===== config.mk =====
export PLATFORM = sky130hd
export DESIGN_NAME = bfa_ctrl
export DESIGN_NICKNAME = d
export VERILOG_FILES = /design/src/sv/bfa_pkg.sv /design/src/sv/bfa_ctrl.sv
export SDC_FILE = /design/constraint.sdc
export NUM_CORES = 1
export LEC_CHECK = 0
export ABC_AREA = 1
export BUFFER_PORTS_ARGS = -buffer_cell sky130_fd_sc_hd__buf_2
export CAP_MARGIN = 20
export CORE_AREA = 2 2 39 41
export CTS_CLUSTER_SIZE = 20
export DETAILED_ROUTE_END_ITERATION = 7
export DIE_AREA = 0 0 41 43
export PLACE_DENSITY = 0.68
export SYNTH_ARGS = -nofsm -noshare
export SYNTH_HDL_FRONTEND = slang
export SYNTH_SLANG_ARGS = --single-unit
export TNS_END_PERCENT = 20

===== constraint.sdc =====
create_clock -name i_clk -period 1.1 [get_ports i_clk]
set_input_delay 0.055 -clock i_clk [delete_from_list [all_inputs] [get_ports i_clk]]
set_output_delay 0.055 -clock i_clk [all_outputs]
set_load 0.1 [all_outputs]

===== src/sv/bfa_pkg.sv =====
package bfa_pkg;

    // Request codes.
    localparam logic [2:0] REQ_ALLOC   = 3'd0;
    localparam logic [2:0] REQ_FREE    = 3'd1;
    localparam logic [2:0] REQ_RELEASE = 3'd2;
    localparam logic [2:0] REQ_RESERVE = 3'd3;
    localparam logic [2:0] REQ_MARKALL = 3'd4;

    localparam int COUNT_W = 16;
    localparam logic [COUNT_W-1:0] COUNT_MAX = 16'hFFFF;

    // Controller states.
    typedef enum logic [3:0] {
        ST_CLEAR,
        ST_IDLE,
        ST_RD,
        ST_WAIT,
        ST_ACT,
        ST_MARK,
        ST_OUT
    } t_state;

    // Commands from the controller to the datapath.
    typedef struct packed {
        logic load;
        logic wr_set;
        logic wr_clr;
        logic wr_fill;
        logic fill_next;
        logic step;
        logic cnt_up;
        logic cnt_dn;
        logic cnt_load;
        logic found;
        logic oom;
        logic res_load;
    } t_cmd;

    // Status from the datapath.
    typedef struct packed {
        logic [2:0] req;
        logic       in_range;
        logic       more;
        logic       bit_val;
        logic       fill_done;
    } t_stat;

endpackage


===== src/sv/bfa_ctrl.sv =====
module bfa_ctrl import bfa_pkg::*; (
    input  logic  i_clk,
    input  logic  i_rst_n,
    input  logic  i_valid,
    output logic  o_ready,
    output logic  o_valid,
    input  logic  i_ready,
    input  t_stat i_stat,
    output t_cmd  o_cmd
);

    t_state r_state, n_state;

    always_ff @(posedge i_clk) begin
        if (!i_rst_n) begin
            r_state <= ST_CLEAR;
        end else begin
            r_state <= n_state;
        end
    end

    // Next state and commands.
    always_comb begin
        n_state = r_state;
        o_cmd   = '0;
        o_ready = 1'b0;
        o_valid = 1'b0;
        unique case (r_state)
            ST_CLEAR: begin
                o_cmd.wr_fill   = 1'b1;
                o_cmd.fill_next = 1'b1;
                if (i_stat.fill_done) begin
                    n_state = ST_IDLE;
                end
            end
            ST_IDLE: begin
                o_ready = 1'b1;
                if (i_valid) begin
                    o_cmd.load = 1'b1;
                    n_state    = ST_RD;
                end
            end
            ST_RD: begin
                priority if (i_stat.req == REQ_MARKALL) begin
                    n_state = ST_MARK;
                end else if (i_stat.req == REQ_FREE || i_stat.req == REQ_RELEASE
                             || i_stat.req == REQ_RESERVE || i_stat.req == REQ_ALLOC) begin
                    if (i_stat.in_range && i_stat.more) begin
                        n_state = ST_WAIT;
                    end else begin
                        o_cmd.oom = (i_stat.req == REQ_ALLOC);
                        n_state   = ST_OUT;
                        o_cmd.res_load = 1'b1;
                    end
                end else begin
                    o_cmd.res_load = 1'b1;
                    n_state        = ST_OUT;
                end
            end
            ST_WAIT: begin
                n_state = ST_ACT;
            end
            ST_ACT: begin
                unique case (i_stat.req)
                    REQ_ALLOC: begin
                        if (!i_stat.bit_val) begin
                            o_cmd.wr_set   = 1'b1;
                            o_cmd.cnt_up   = 1'b1;
                            o_cmd.found    = 1'b1;
                            o_cmd.res_load = 1'b1;
                            n_state        = ST_OUT;
                        end else begin
                            o_cmd.step = 1'b1;
                            n_state    = ST_RD;
                        end
                    end
                    REQ_FREE: begin
                        if (i_stat.bit_val) begin
                            o_cmd.wr_clr = 1'b1;
                            o_cmd.cnt_dn = 1'b1;
                        end
                        o_cmd.res_load = 1'b1;
                        n_state        = ST_OUT;
                    end
                    REQ_RELEASE: begin
                        o_cmd.wr_clr = 1'b1;
                        o_cmd.cnt_dn = 1'b1;
                        o_cmd.step   = 1'b1;
                        n_state      = ST_RD;
                    end
                    default: begin
                        if (!i_stat.bit_val) begin
                            o_cmd.wr_set = 1'b1;
                            o_cmd.cnt_up = 1'b1;
                        end
                        o_cmd.step = 1'b1;
                        n_state    = ST_RD;
                    end
                endcase
            end
            ST_MARK: begin
                o_cmd.wr_fill   = 1'b1;
                o_cmd.fill_next = 1'b1;
                if (i_stat.fill_done) begin
                    o_cmd.cnt_load = 1'b1;
                    o_cmd.res_load = 1'b1;
                    n_state        = ST_OUT;
                end
            end
            ST_OUT: begin
                o_valid = 1'b1;
                if (i_ready) begin
                    n_state = ST_IDLE;
                end
            end
            default: n_state = ST_IDLE;
        endcase
    end

`ifndef SYNTH
    // A word is never offered while a request is being taken.
    a_excl: assert property (@(posedge i_clk) disable iff (!i_rst_n) !(o_ready && o_valid))
        else $error("ready and valid together");
    // Memory write commands never collide.
    a_wr: assert property (@(posedge i_clk) disable iff (!i_rst_n)
        $onehot0({o_cmd.wr_set, o_cmd.wr_clr, o_cmd.wr_fill}))
        else $error("conflicting writes");
    // A stalled result stays offered.
    a_hold: assert property (@(posedge i_clk) disable iff (!i_rst_n)
        o_valid && !i_ready |=> o_valid)
        else $error("result dropped");
`endif

endmodule


==> summary.txt <==
PwrDens - 966 nW/µm²
HP Start - i_rst_n
Placed Area - 937 µm²
Failing checks - setup timing
Largest net degree at the start of global routing - 7
Status - finished, violations left
Final setup vio count - 17
CTS root buffer - clkbuf_4
Power share of the clock group - 19.8%
DR vias - 641
Wire per inst - 10.9 µm
Largest Register - r_state
Top cells by area, synth - nor2_1, dfxtp_1, nand3_1
Pint - 508 µW
Final ANT Viol Nets - 0
MaxCap Viol Count - 0
Post-synth ARST share - 0%
Net Sw Frac - 49.9%
Clock Latency Late Sink - 240 ps
Syn Nets - 90
Syn Area/Cell - 5.05 µm²
Placed cell count - 128
First-pass GRT wire length - 2380 µm
Cell taking the most area after synthesis - nor2_1
Initial core utilization - 28.5%
DP Wirelength - 1130 µm
Critical path fanouts, max - 6
Biggest regs - r_state x3
# nets final - 133
Logic pwr share - 66.3%
Final Max Tran Viols - 0
Layout cells sized above 1 - 61.7%
Post-synthesis instance total - 78
Drc violations - 0
Slew HR - 86.1%
Register area - 68.8 µm²
DR iter-0 viols - 8
# diodes - 0
Area growth from synthesis to layout - 166%
CTS buffer count - 3
Final worst slack - -253 ps
Die footprint - 1760 µm²
Main synth FF type - dfxtp_1
Crit path launch type - flop
Synth unique cells - 14
Mapped Area - 394 µm²
GRT overflow - 0
Slew at the pin with the worst max-slew slack - 206 ps
Drt pass-1 iters - 4
Hold/Removal Path Class - in -> reg
Arrival time at the worst endpoint - 1300 ps
Clock Path Buffers - 2
Sequential power share - 13.9%
Skew final - 1.23 ps
Leakage - 0.000484 µW
Worst-path clk slew - 40 ps
Ports - 25
Largest register FFs - 3
Clk sinks - 3
Hold_buf cts - 0
EDFF count, synth - 0
Chip width - 41 µm
Port bufs - 24
Fin. Hold Viols - 0
Worst Path Required - 1040 ps
Via density - 4.71
Die Height - 43 µm
Fill cell count - 107
Finished Cell Area - 1050 µm²
Vias in the first global route - 615
Crit path from - r_state[1]
Crit share post-route - 123%
Drt total wl - 1480 µm
Kind of critical path - reg -> out
Crit. End Element - output port
Unrepaired setup endpoints after global routing - yes
FMAX - 739 MHz
Row Count - 14
Multi-input logic area - 402 µm²
Final GP Congestion - 0.817
Core area - 1380 µm²
Initial antenna violation count - 0
Fin util - 75.9%
Count leader, synth - nor2_1
Maximum VDD drop - 1150 µV
Hold Worst Slack - 60.9 ps
RR Startpoint - r_state[0]
Yosys top cell area share - 18.1%
Syn. warnings - 0
Post-route insts no fill - 136
Sequential fraction of the synthesis area - 15.2%
Sw power - 506 µW
Htree depth - 1
Overall routing resource usage - 20.2%
Most frequent cells after synthesis - nor2_1, inv_1, nand2_1
CTS tree - built
Post-layout min period - 1350 ps
Yosys reg bits - 3
## per-layer routing
metal / up-vias / global-route usage (%) / routed length (µm) / part of all wire [%]
li1: 328 / - / - / -
met3: 3 / 2.09 / 66 / 4.5
met5: - / 0 / 0 / 0
met1: 284 / 16.9 / 493 / 33
met2: 26 / 40.6 / 894 / 60
met4: 0 / 10.0 / 24 / 1.6
## what timing repair did
action,in CTS,in global routing
hold endpoints to repair,0,0
buffers inserted,4,0
endpoints found under the setup margin,17,17
resized for setup,11,6
pin swaps,4,0
## layout by cell type, fill, tap and decap left out, types with 2 or more instances in the layout
master    count
nand3_4       3
a21oi_1       2
inv_1        10
nand3_1       8
nor2_4        6
dfxtp_4       2
nor2_1       11
buf_12       14
buf_2        10
inv_2         3
nand2_1      10
buf_4        14
nor3_1        2
nor2_2        3
o21ai_2       2
buf_6         3
nand2_4       2
clkbuf_4      3
## cell families (layout without fill, tap and decap cells)
kind of cell             after synthesis  after routing  share of synthesized area [%]
buffers and inverters                 18             60                           20.0
flip-flops                             3              3                           15.2
adder cells (fa/ha/maj)                1              1                           3.17
AND/OR/NAND/NOR                       48             48                           51.4
AO/OA/AOI/OAI                          8              8                           10.2
## final cells by class
type | count | area share (%)
timing repair buffer | 41 | 44.7
multi-input combinational | 57 | 38.3
sequential | 3 | 6.56
inverter | 15 | 6.08
clock buffer | 4 | 2.50
tap | 16 | 1.91
## metrics by stage
| stage | total power (µW) | setup slack (ps) | setup TNS [ps] |
|---|---|---|---|
| 2_1_floorplan | 525 | -416 | -3920 |
| 3_3_place_gp | 738 | -100 | -341 |
| 3_5_place_dp | 744 | -140 | -515 |
| 4_1_cts | 1000 | -255 | -3220 |
| 5_1_grt | 1070 | -305 | -4270 |
| 6_report | 1010 | -253 | -3260 |
## power by group through the flow
stage          combinational (µW)  sequential, µW  clock (µW)
3_5_place_dp                  604             140           0
5_1_grt                       703             143         221
6_report                      672             141         201
4_1_cts                       658             138         205
2_1_floorplan                 380             145           0
3_3_place_gp                  598             140           0
## worst paths after layout
path	cells past startpoint	endpoint	slack, ps
hold reg to reg	4	r_state[2]	690
setup reg to reg	10	r_state[2]	-150
hold / removal	3	r_state[2]	60
setup / recovery	7	o_cmd[0]	-250
## critical path, stage by stage (launching register included)
cell,delay (ps)
dfxtp_2,330
inv_4,110
ha_2,190
inv_2,40
nand2_1,60
o21ai_2,70
o21ai_4,70
buf_12,190
Note: power is estimated with default switching activity, not from simulation.
